--- src/hw/rtl/cmt_pkg.sv ---
// Shared types and constants of the compare-match timer.
package cmt_pkg;

   localparam int unsigned OfsW   = 12;
   localparam int unsigned SizeW  = 4;
   localparam int unsigned DataW  = 64;
   localparam int unsigned HalfW  = 32;
   localparam int unsigned FreqW  = 32;

   localparam logic [OfsW-1:0]  OFS_FREQ       = 12'h000;
   localparam logic [OfsW-1:0]  OFS_ENABLE     = 12'h004;
   localparam logic [OfsW-1:0]  OFS_COUNT      = 12'h008;
   localparam logic [OfsW-1:0]  OFS_COUNT_HI   = 12'h00C;
   localparam logic [OfsW-1:0]  OFS_COMPARE    = 12'h010;
   localparam logic [OfsW-1:0]  OFS_COMPARE_HI = 12'h014;

   localparam logic [SizeW-1:0] SIZE_WORD  = 4'd4;
   localparam logic [SizeW-1:0] SIZE_DWORD = 4'd8;

   localparam logic [FreqW-1:0] FREQ_RESET = 32'd1000000000;

   typedef enum logic [1:0] {
      CMD_TICK  = 2'd0,
      CMD_READ  = 2'd1,
      CMD_WRITE = 2'd2,
      CMD_IDLE  = 2'd3
   } cmd_type;

   typedef enum logic [3:0] {
      OP_NONE,
      OP_TICK,
      OP_RD_FREQ,
      OP_RD_CNT_LO,
      OP_RD_CNT,
      OP_RD_CNT_HI,
      OP_WR_EN,
      OP_WR_CMP_LO,
      OP_WR_CMP,
      OP_WR_CMP_HI
   } op_code_type;

   typedef struct packed {
      op_code_type op;
      logic        bad;
   } op_type;

   // Request payload; last member sits in the lowest bits.
   typedef struct packed {
      logic [DataW-1:0] write_data;
      logic [SizeW-1:0] access_bytes;
      logic [OfsW-1:0]  reg_offset;
   } req_item_type;

   typedef struct packed {
      logic             irq_level;
      logic             bad_access;
      logic [DataW-1:0] read_data;
   } rsp_item_type;

endpackage

--- src/hw/rtl/cmt_decode.sv ---
// Access decoder: maps command, offset and size onto one operation.
module cmt_decode (
   input  logic [1:0]                   cmd,
   input  logic [cmt_pkg::OfsW-1:0]     reg_offset,
   input  logic [cmt_pkg::SizeW-1:0]    access_bytes,
   output cmt_pkg::op_type              op
);

   logic is_word;
   logic is_dword;

   assign is_word  = (access_bytes == cmt_pkg::SIZE_WORD);
   assign is_dword = (access_bytes == cmt_pkg::SIZE_DWORD);

   always_comb begin
      op.op  = cmt_pkg::OP_NONE;
      op.bad = 1'b0;
      case (cmt_pkg::cmd_type'(cmd))
         cmt_pkg::CMD_TICK: begin
            op.op = cmt_pkg::OP_TICK;
         end
         cmt_pkg::CMD_READ: begin
            if (reg_offset == cmt_pkg::OFS_FREQ && is_word) begin
               op.op = cmt_pkg::OP_RD_FREQ;
            end else if (reg_offset == cmt_pkg::OFS_COUNT && is_word) begin
               op.op = cmt_pkg::OP_RD_CNT_LO;
            end else if (reg_offset == cmt_pkg::OFS_COUNT && is_dword) begin
               op.op = cmt_pkg::OP_RD_CNT;
            end else if (reg_offset == cmt_pkg::OFS_COUNT_HI && is_word) begin
               op.op = cmt_pkg::OP_RD_CNT_HI;
            end else begin
               op.bad = 1'b1;
            end
         end
         cmt_pkg::CMD_WRITE: begin
            if (reg_offset == cmt_pkg::OFS_ENABLE && is_word) begin
               op.op = cmt_pkg::OP_WR_EN;
            end else if (reg_offset == cmt_pkg::OFS_COMPARE && is_word) begin
               op.op = cmt_pkg::OP_WR_CMP_LO;
            end else if (reg_offset == cmt_pkg::OFS_COMPARE && is_dword) begin
               op.op = cmt_pkg::OP_WR_CMP;
            end else if (reg_offset == cmt_pkg::OFS_COMPARE_HI && is_word) begin
               op.op = cmt_pkg::OP_WR_CMP_HI;
            end else begin
               op.bad = 1'b1;
            end
         end
         default: begin
            op.op = cmt_pkg::OP_NONE;
         end
      endcase
   end

endmodule

--- src/hw/rtl/cmt_state.sv ---
// Timer state: count, compare, enable, frequency word, read mux and irq.
module cmt_state (
   input  logic                       clock,
   input  logic                       reset,
   input  logic                       exec,
   input  cmt_pkg::op_type            op,
   input  logic [cmt_pkg::DataW-1:0]  write_data,
   input  logic                       csr_wen,
   input  logic [cmt_pkg::FreqW-1:0]  csr_wdata,
   output logic [cmt_pkg::DataW-1:0]  read_data,
   output logic                       irq_next
);

   logic [cmt_pkg::DataW-1:0] count_ff;
   logic [cmt_pkg::DataW-1:0] count_in;
   logic [cmt_pkg::DataW-1:0] compare_ff;
   logic [cmt_pkg::DataW-1:0] compare_in;
   logic                      on_ff;
   logic                      on_in;
   logic [cmt_pkg::FreqW-1:0] freq_ff;

   always_comb begin
      count_in   = count_ff;
      compare_in = compare_ff;
      on_in      = on_ff;
      if (exec) begin
         case (op.op)
            cmt_pkg::OP_TICK:      count_in = count_ff + 64'd1;
            cmt_pkg::OP_WR_EN:     on_in = |write_data;
            cmt_pkg::OP_WR_CMP_LO: compare_in = {compare_ff[cmt_pkg::DataW-1:cmt_pkg::HalfW],
                                                 write_data[cmt_pkg::HalfW-1:0]};
            cmt_pkg::OP_WR_CMP:    compare_in = write_data;
            cmt_pkg::OP_WR_CMP_HI: compare_in = {write_data[cmt_pkg::HalfW-1:0],
                                                 compare_ff[cmt_pkg::HalfW-1:0]};
            default: ;
         endcase
      end
   end

   // Reads see the state before this beat; reads never change it.
   always_comb begin
      case (op.op)
         cmt_pkg::OP_RD_FREQ:   read_data = {{(cmt_pkg::DataW-cmt_pkg::FreqW){1'b0}}, freq_ff};
         cmt_pkg::OP_RD_CNT_LO: read_data = {{cmt_pkg::HalfW{1'b0}},
                                            count_ff[cmt_pkg::HalfW-1:0]};
         cmt_pkg::OP_RD_CNT:    read_data = count_ff;
         cmt_pkg::OP_RD_CNT_HI: read_data = {{cmt_pkg::HalfW{1'b0}},
                                            count_ff[cmt_pkg::DataW-1:cmt_pkg::HalfW]};
         default:               read_data = '0;
      endcase
   end

   assign irq_next = on_in && (count_in >= compare_in);

   always_ff @(posedge clock) begin
      if (reset) begin
         count_ff   <= '0;
         compare_ff <= '0;
         on_ff      <= 1'b0;
         freq_ff    <= cmt_pkg::FREQ_RESET;
      end else begin
         count_ff   <= count_in;
         compare_ff <= compare_in;
         on_ff      <= on_in;
         if (csr_wen) begin
            freq_ff <= csr_wdata;
         end
      end
   end

`ifndef SYNTHESIS
   a_tick_advances: assert property (@(posedge clock) disable iff (reset)
      !reset && exec && op.op == cmt_pkg::OP_TICK |=> count_ff == $past(count_ff) + 64'd1)
      else $error("count did not advance on tick");

   a_idle_holds: assert property (@(posedge clock) disable iff (reset)
      !reset && !exec |=> $stable(count_ff) && $stable(compare_ff) && $stable(on_ff))
      else $error("timer state changed without an executed beat");

   a_bad_no_effect: assert property (@(posedge clock) disable iff (reset)
      !reset && exec && op.bad |=> $stable(count_ff) && $stable(compare_ff) && $stable(on_ff))
      else $error("rejected access changed timer state");

   a_bad_reads_zero: assert property (@(posedge clock) disable iff (reset)
      op.bad |-> read_data == '0)
      else $error("rejected access returned data");
`endif

endmodule

--- src/hw/rtl/compare_match_timer.sv ---
// Top level of the compare-match timer: input stage, decode, state and result stage.
//
//   channel | dir | beat contents
//   req_    | in  | tuser: cmd; tdata: reg_offset, access_bytes, write_data
//   rsp_    | out | tdata: read_data; tuser: bad_access, irq_level
//   csr_    | in  | wen + wdata: tick_frequency
//
// One beat per clock sustained while the response is not stalled; a request
// beat passes the input register, then the result register, before it is
// offered as a response.
// The execute step between the two registers does decode, the 64-bit count
// increment and the 64-bit count/compare check that sets irq_level.
// Reset is synchronous: count, compare and enable clear, frequency reloads 1e9.
// A stalled response holds the result register; the input register still
// takes one more beat, then req_tready drops until the response moves.
module compare_match_timer (
   input  logic        clock,
   input  logic        reset,
   input  logic        req_tvalid,
   output logic        req_tready,
   input  logic [1:0]  req_tuser,   // [1:0] cmd
   input  logic [79:0] req_tdata,   // [11:0] reg_offset, [15:12] access_bytes,
                                    // [79:16] write_data
   output logic        rsp_tvalid,
   input  logic        rsp_tready,
   output logic [63:0] rsp_tdata,   // [63:0] read_data
   output logic [1:0]  rsp_tuser,   // [0] bad_access, [1] irq_level
   input  logic        csr_wen,
   input  logic [31:0] csr_wdata
);

   logic                  in_valid_ff;
   logic                  in_valid_in;
   logic [1:0]            in_cmd_ff;
   cmt_pkg::req_item_type in_item_ff;
   logic                  rsp_valid_ff;
   logic                  rsp_valid_in;
   cmt_pkg::rsp_item_type rsp_item_ff;
   cmt_pkg::rsp_item_type rsp_item_in;
   cmt_pkg::op_type       op;
   logic                  advance;
   logic                  accept;
   logic                  exec;
   logic [63:0]           read_data;
   logic                  irq_next;

   // Result stage moves when it is empty or its beat is taken.
   assign advance    = !rsp_valid_ff || rsp_tready;
   assign req_tready = !in_valid_ff || advance;
   assign accept     = req_tvalid && req_tready;
   assign exec       = in_valid_ff && advance;

   always_comb begin
      in_valid_in = in_valid_ff;
      if (accept) begin
         in_valid_in = 1'b1;
      end else if (advance) begin
         in_valid_in = 1'b0;
      end
   end

   assign rsp_valid_in = advance ? in_valid_ff : rsp_valid_ff;

   always_ff @(posedge clock) begin
      if (reset) begin
         in_valid_ff  <= 1'b0;
         rsp_valid_ff <= 1'b0;
      end else begin
         in_valid_ff  <= in_valid_in;
         rsp_valid_ff <= rsp_valid_in;
      end
   end

   // Payload registers: load on accept / execute, hold otherwise.
   always_ff @(posedge clock) begin
      if (accept) begin
         in_cmd_ff  <= req_tuser;
         in_item_ff <= cmt_pkg::req_item_type'(req_tdata);
      end
      if (exec) begin
         rsp_item_ff <= rsp_item_in;
      end
   end

   cmt_decode u_decode (
      .cmd          (in_cmd_ff),
      .reg_offset   (in_item_ff.reg_offset),
      .access_bytes (in_item_ff.access_bytes),
      .op           (op)
   );

   cmt_state u_state (
      .clock      (clock),
      .reset      (reset),
      .exec       (exec),
      .op         (op),
      .write_data (in_item_ff.write_data),
      .csr_wen    (csr_wen),
      .csr_wdata  (csr_wdata),
      .read_data  (read_data),
      .irq_next   (irq_next)
   );

   always_comb begin
      rsp_item_in.read_data  = read_data;
      rsp_item_in.bad_access = op.bad;
      rsp_item_in.irq_level  = irq_next;
   end

   assign rsp_tvalid = rsp_valid_ff;
   assign rsp_tdata  = rsp_item_ff.read_data;
   assign rsp_tuser  = {rsp_item_ff.irq_level, rsp_item_ff.bad_access};

`ifndef SYNTHESIS
   a_hold_pending: assert property (@(posedge clock) disable iff (reset)
      !reset && in_valid_ff && rsp_valid_ff && !rsp_tready |=> in_valid_ff)
      else $error("pending request dropped while response stalled");

   a_stall_blocks_req: assert property (@(posedge clock) disable iff (reset)
      in_valid_ff && rsp_valid_ff && !rsp_tready |-> !req_tready)
      else $error("request taken with both stages full");

   a_exec_fills_rsp: assert property (@(posedge clock) disable iff (reset)
      !reset && exec |=> rsp_valid_ff)
      else $error("executed beat produced no response");
`endif

endmodule

--- config.mk ---
export PLATFORM = sky130hd
export DESIGN_NAME = compare_match_timer
export DESIGN_NICKNAME = d
export VERILOG_FILES = /design/src/hw/rtl/cmt_pkg.sv /design/src/hw/rtl/cmt_decode.sv /design/src/hw/rtl/cmt_state.sv /design/src/hw/rtl/compare_match_timer.sv
export SDC_FILE = /design/constraint.sdc
export NUM_CORES = 1
export LEC_CHECK = 0
export BUFFER_PORTS_ARGS = -buffer_cell sky130_fd_sc_hd__buf_2
export CAP_MARGIN = 20
export CORE_MARGIN = 2
export CORE_UTILIZATION = 53
export CTS_CLUSTER_SIZE = 12
export DETAILED_ROUTE_END_ITERATION = 12
export PLACE_DENSITY = 0.74
export SYNTH_ARGS = -nofsm -noshare
export SYNTH_HDL_FRONTEND = slang
export SYNTH_SLANG_ARGS = --single-unit
--- constraint.sdc ---
create_clock -name clock -period 4.2 [get_ports clock]
set_clock_uncertainty 0.15 [all_clocks]
set_input_delay 0.42 -clock clock [delete_from_list [all_inputs] [get_ports clock]]
set_output_delay 0.42 -clock clock [all_outputs]
set_load 0.05 [all_outputs]
; Word-level counts from Yosys, hierarchy flattened
; Cells that the tools add are included.
[totals]
ff_bits = 311
in_bits = 119
output_inout_bits = 68
elab_cells = 79
[classes]
addsub = 1
n_lt_le_gt_ge = 1
eq_ne = 18
n_mux = 27
n_reduce_logical = 19
[op_table]
columns = cell, count
row1 = $pmux W64 S4, 1
row2 = $mux W64, 3
row3 = $pmux W64 S3, 1
row4 = $add A64 B1 Y64 const B, 1
row5 = $ge A64 B64 Y1, 1
row6 = $reduce_or A64 Y1, 1
row7 = $mux W4, 7
row8 = $eq A12 B4 Y1 const B, 2
row9 = $eq A12 B5 Y1 const B, 2
row10 = $eq A4 B3 Y1 const B, 5
row11 = $eq A12 B3 Y1 const B, 1
row12 = $eq A4 B4 Y1 const B, 3
row13 = $logic_not A12 Y1, 1
row14 = $mux W1, 12
row15 = $pmux W4 S3, 1
row16 = $logic_and A1 B1 Y1, 11
row17 = $eq A4 B2 Y1 const B, 2
row18 = $eq A4 B1 Y1 const B, 1
row19 = $mux W3, 1
row20 = $eq A2 B1 Y1 const B, 1
row21 = $eq A2 B2 Y1 const B, 1
row22 = $logic_not A1 Y1, 2
row23 = $logic_not A2 Y1, 1
row24 = $logic_or A1 B1 Y1, 2
row25 = 2 further kinds, 2

; Longest topological paths before layout
[logic_depth]
depth_word = 12
depth_mapped = 19
ltp_nobuf = 15

; Modules after synthesis
; A second synthesis with hierarchy kept.
[hier_totals]
cells_unflattened = 1275
hier_area_um2 = 14019.7
[by_module_without_submodules]
columns = mod, instances, cells_per_inst, area_per_inst_um2
row1 = cmt_state, 1, 1075, 9175.0
row2 = compare_match_timer, 1, 158, 4548.1
row3 = cmt_decode, 1, 42, 296.5

; Least setup slack after synthesis
; OpenSTA, ideal clock, no wires.
[synth_timing]
path_kind = reg-to-reg
startpoint = reg in_item_ff[11] (netlist name)
endpoint = reg rsp_item_ff (netlist bit rsp_tuser[1]), data pin
t_arrival_ps = 3968
t_required_ps = 3783
setup_slack_ps = -185
stages_incl_launch_ff = 16
cell_sequence = edfxtp_1 or4_4 a211oi_1 nand4_1 clkbuf_1 a21oi_1 clkbuf_1 o21ai_0 and2_1 ha_1 a21oi_1 o21ai_0 a221o_1 o31a_1 o41ai_1 a31oi_1
[synth_via]
elab_chain_len = 12
[synth_lines]
columns = item, line_no
row1 = from (decl), compare_match_timer.sv:35  ; cmt_pkg::req_item_type in_item_ff;
row2 = from (signal assigned), compare_match_timer.sv:78  ; in_item_ff <= cmt_pkg::req_item_type'(req_tdata);
row3 = $eq A12 B5 Y1 or $eq A12 B4 Y1 (tied branches), "cmt_decode.sv:42, cmt_decode.sv:29"
row4 = "$logic_and A1 B1 Y1, on equally long branches", "cmt_decode.sv:42, cmt_decode.sv:29"
row5 = $mux W4 or $mux W3 (tied branches), "cmt_decode.sv:42, cmt_decode.sv:29"
row6 = "$mux W4, on equally long branches", "cmt_decode.sv:40, cmt_decode.sv:27"
row7 = "$mux W4, on equally long branches", "cmt_decode.sv:38, cmt_decode.sv:25"
row8 = "$mux W4, on equally long branches", "cmt_decode.sv:36, cmt_decode.sv:23"
row9 = $pmux W4 S3 *, cmt_decode.sv:18  ; case (cmt_pkg::cmd_type'(cmd))
row10 = $eq A4 B4 Y1 (tied with other cells), cmt_state.sv:27  ; case (op.op)
row11 = $pmux W64 S3 or $mux W64 (tied branches), cmt_state.sv:27
row12 = $mux W64, cmt_state.sv:26  ; if (exec) begin
row13 = $ge A64 B64 Y1, cmt_state.sv:53  ; assign irq_next = on_in && (count_in >= compare_in);
row14 = $logic_and A1 B1 Y1 *, cmt_state.sv:53
row15 = named net irq_next, compare_match_timer.sv:45  ; logic irq_next;
row16 = to (signal assigned), compare_match_timer.sv:81  ; rsp_item_ff <= rsp_item_in;
row17 = to (decl), compare_match_timer.sv:38  ; cmt_pkg::rsp_item_type rsp_item_ff;
; Mark *: on every way through the listed nets, which the timed path passes. The rest lies on a longest branch.
; A chain may end at the register's enable or synchronous reset.

; Worst setup path in the final report
[layout_timing]
startpoint = reg in_item_ff[8] (netlist name)
endpoint = reg rsp_item_ff (netlist bit rsp_tuser[1]), data pin
[layout_via]
elab_chain_len = 12
[layout_lines]
columns = item, line_no
row1 = $eq A12 B5 Y1 or $eq A12 B4 Y1 (tied branches), "cmt_decode.sv:42, cmt_decode.sv:29"
row2 = "$logic_and A1 B1 Y1, on equally long branches", "cmt_decode.sv:42, cmt_decode.sv:29"
row3 = $mux W4 or $mux W3 (tied branches), "cmt_decode.sv:42, cmt_decode.sv:29"
row4 = "$mux W4, on equally long branches", "cmt_decode.sv:40, cmt_decode.sv:27"
row5 = "$mux W4, on equally long branches", "cmt_decode.sv:38, cmt_decode.sv:25"
row6 = "$mux W4, on equally long branches", "cmt_decode.sv:36, cmt_decode.sv:23"
row7 = $pmux W4 S3 *, cmt_decode.sv:18
row8 = $eq A4 B1 Y1 *, cmt_state.sv:27
row9 = $mux W64 *, cmt_state.sv:27
row10 = $mux W64 *, cmt_state.sv:26
row11 = "named net u_state.count_in, one bit", cmt_state.sv:15  ; logic [cmt_pkg::DataW-1:0] count_in;
row12 = $ge A64 B64 Y1 *, cmt_state.sv:53
row13 = $logic_and A1 B1 Y1 *, cmt_state.sv:53
row14 = named net irq_next, compare_match_timer.sv:45
; Marks and branches as above.

==> results_dict.tcl <==
set metrics [dict create \
    rows 62 \
    grt_remaining_overflow 0 \
    ant_nets 0 \
    antenna_cells 0 \
    cp-startpoint "in_item_ff[8]" \
    synth_area_um2 15400 \
    async_flop_share 0 \
    tritoncts "done" \
    fin_crit_sh 1.04 \
    viasPerCell 5.97 \
    root_buffer "clkbuf_16" \
    num_io_pins 187 \
    maxCapViolations 0 \
    insertion_delay_ps 510 \
    grt_usage 0.299 \
    rsz0062_at_grt "yes" \
    core-area_um2 28700 \
    worstPathCellList "or4_4 -> nor3b_4 -> a21o_1 -> o2111ai_4 -> buf_12 -> buf_12 -> or3_4 -> nand2_1 -> ha_1 -> a2111o_1 -> o211ai_1 -> buf_4 -> nand3b_1 -> o41ai_2 -> a31oi_1" \
    gp_congestion 0.947 \
    max_stage_delay_ps 580 \
    tns_ps -188 \
    seq_area_frac_synth 0.500 \
    fmax_ghz 0.228 \
    layout_commonest_cell "buf_2" \
    hpwl_um 32100 \
    die_area_um2 30500 \
    grt_first_pass_wirelength_um 71500 \
    setup_slack_ps -188 \
    final_cell_mix "buf_2, dfxtp_1, o21ai_0, edfxtp_1, buf_4" \
    ys.warnings.count 0 \
    grt_max_degree 71 \
    worst_setup_path_end_kind "flop" \
    outcome "complete, but fails checks" \
    hold_path.class "input pin to flop" \
    port_buffers 186 \
    vias 13813 \
    fillers 2205 \
    multi_input_area_um2 7490 \
    cp.required_ps 4290 \
    fin_nets 2094 \
    fin_hold_ws_ps 6.67 \
    grt_util_met1 0.414 \
    worstMarginPinSlew_ps 1070 \
    dr.pass1.iters 5 \
    violations "setup timing" \
    dr.first_iter.drc_count 1313 \
    cp_data_arrival_time_ps 4480 \
    initial_core_util 0.537 \
    cellLeakagePower_uw 0.00882 \
    grt_busiest_layer "met2" \
    drc 0 \
    numCtsBuffers 35 \
    syn_to_final_growth_pct 30.0 \
    worstPathMaxFanout 6 \
    avgSynthCellArea_um2 10.0 \
    crit_top_cell "buf_12" \
    die_h_um 175 \
    use_met2 0.499 \
    netlist_instances 1537 \
    antenna_found_initial 0 \
    report.final.slew_viol_count 0 \
    regArea_um2 7710 \
    relSlewSlack 0.289 \
    r2r_start "in_item_ff[8]" \
    htree_levels 2 \
    fp.dieW_um 175 \
    hold_viol_final 0 \
    syn_nets 1725 \
    met3_usage 0.0400 \
    crit_type "flop to flop" \
    finalSetupViolCount 1 \
    start_kind "flop" \
    layout-drive-gt1-share 0.239 \
    wl_per_cell_um 20.2 \
    ir_drop_v 0.000400 \
    reg2regPathDepth 15 \
    wl_um 46800 \
    synth-edff-count 148 \
    hold_start "csr_wdata[2]" \
    power-per-cell-area_nw_per_um2 339 \
    period_minus_slack_ps 4390 \
    critPathSlowestCell "or4_4" \
    clk_pin_slew_ps 60 \
    cts_sinks 311 \
    synth.distinct_cells 64 \
    synth_seq_cells 311 \
    r2r_slack_ps -190 \
    grt_pass1_vias 13148 \
    min_path_cells 3 \
    synthFlopType "dfxtp_1" \
    clockBufferDepth 3 \
]
==> Yosys cell counts, types with 23 or more instances <==
library cell / number / area (um2)
a22o_1: 32 / 280
dfxtp_1: 163 / 3260
a21oi_1: 102 / 510
o21ai_0: 158 / 791
edfxtp_1: 148 / 4440
o31ai_1: 23 / 173
or3_1: 27 / 169
mux2i_1: 33 / 330
and2_1: 70 / 438
ha_1: 69 / 863
clkbuf_1: 83 / 312
nand3_1: 62 / 310
nand2b_1: 37 / 231
nor4_1: 25 / 156
o211a_1: 31 / 310
nand4_1: 39 / 244
nand2_1: 124 / 465
a21o_1: 46 / 345
nor2_1: 54 / 203
or4_1: 31 / 233
==> cell type report <==
cell class,instances,share of cell area
Clock inverter,13,0.00562
Multi-Input combinational cell,1107,0.374
Timing Repair Buffer,433,0.160
Tap cell,384,0.0240
Inverter,18,0.00337
Sequential cell,311,0.384
Clock buffer,49,0.0484
==> worst max-delay path: cells and delay by family (launching register included) <==
| family | cells | cell delay [ps] |
|---|---|---|
| AO/OA/AOI/OAI | 6 | 1460 |
| adder cells (fa/ha/maj) | 1 | 240 |
| buffers and inverters | 3 | 510 |
| flip-flops | 1 | 370 |
| AND/OR/NAND/NOR | 5 | 1380 |
==> metrics by stage <==
step,power [uW],cell area [um2],instances,utilization,worst slack [ps]
floorplan,3640,15500,1537,-,6.67
CTS,6790,19800,2306,0.689,-120
finish,6800,20000,2315,0.698,-188
detailed placement,3830,17700,2147,0.616,-284
global route,6990,20000,2315,0.698,-362
global placement,3820,17700,2147,0.616,-182
==> cells by family (layout without fill, tap and decap cells) <==
logic type,Yosys count,in the layout,synth area share
buffers and inverters,119,513,0.0320
xor gates and xnor gates,16,16,0.00909
and+or+nand+nor,548,548,0.195
adders and majority gates,69,69,0.0560
AOI/OAI and AO/OA,426,426,0.176
muxes,48,48,0.0326
DFF,311,311,0.500
==> final timing paths <==
check / to
setup / recovery: rsp_tuser[1]
hold / removal: u_state.freq_ff[2]
setup reg to reg: rsp_tuser[1]
hold reg to reg: u_state.compare_ff[26]
==> layer usage <==
metal	wire length [um]	share of wire
met1	20300	0.43
met5	0	0
met4	944	0.020
met3	3730	0.080
met2	21900	0.47
==> state kept, by name, indices dropped and copies added (netlist names) <==
name / count
in_cmd_ff: 2
rsp_tvalid: 1
u_state.freq_ff: 32
in_item_ff: 80
in_valid_ff: 1
u_state.count_ff: 64
u_state.compare_ff: 64
rsp_tdata: 64
rsp_tuser: 2
u_state.on_ff: 1
==> power by group <==
group | switching [uW] | internal, uW | total (uW)
Sequential | 57.9 | 3280 | 3340
Clock | 1200 | 1740 | 2940
Combinational | 317 | 203 | 520
==> repair_timing <==
| item | in CTS | in global routing |
|---|---|---|
| endpoints found under the setup margin | 1 | 1 |
| pin swaps | 2 | 8 |
| hold endpoints to repair | 94 | 1 |
| hold buffers | 94 | 1 |
| gates resized for setup | 12 | 35 |
| setup buffers | 3 | 4 |
| cloned | 0 | 4 |
Power figures use the tool's default switching activity.
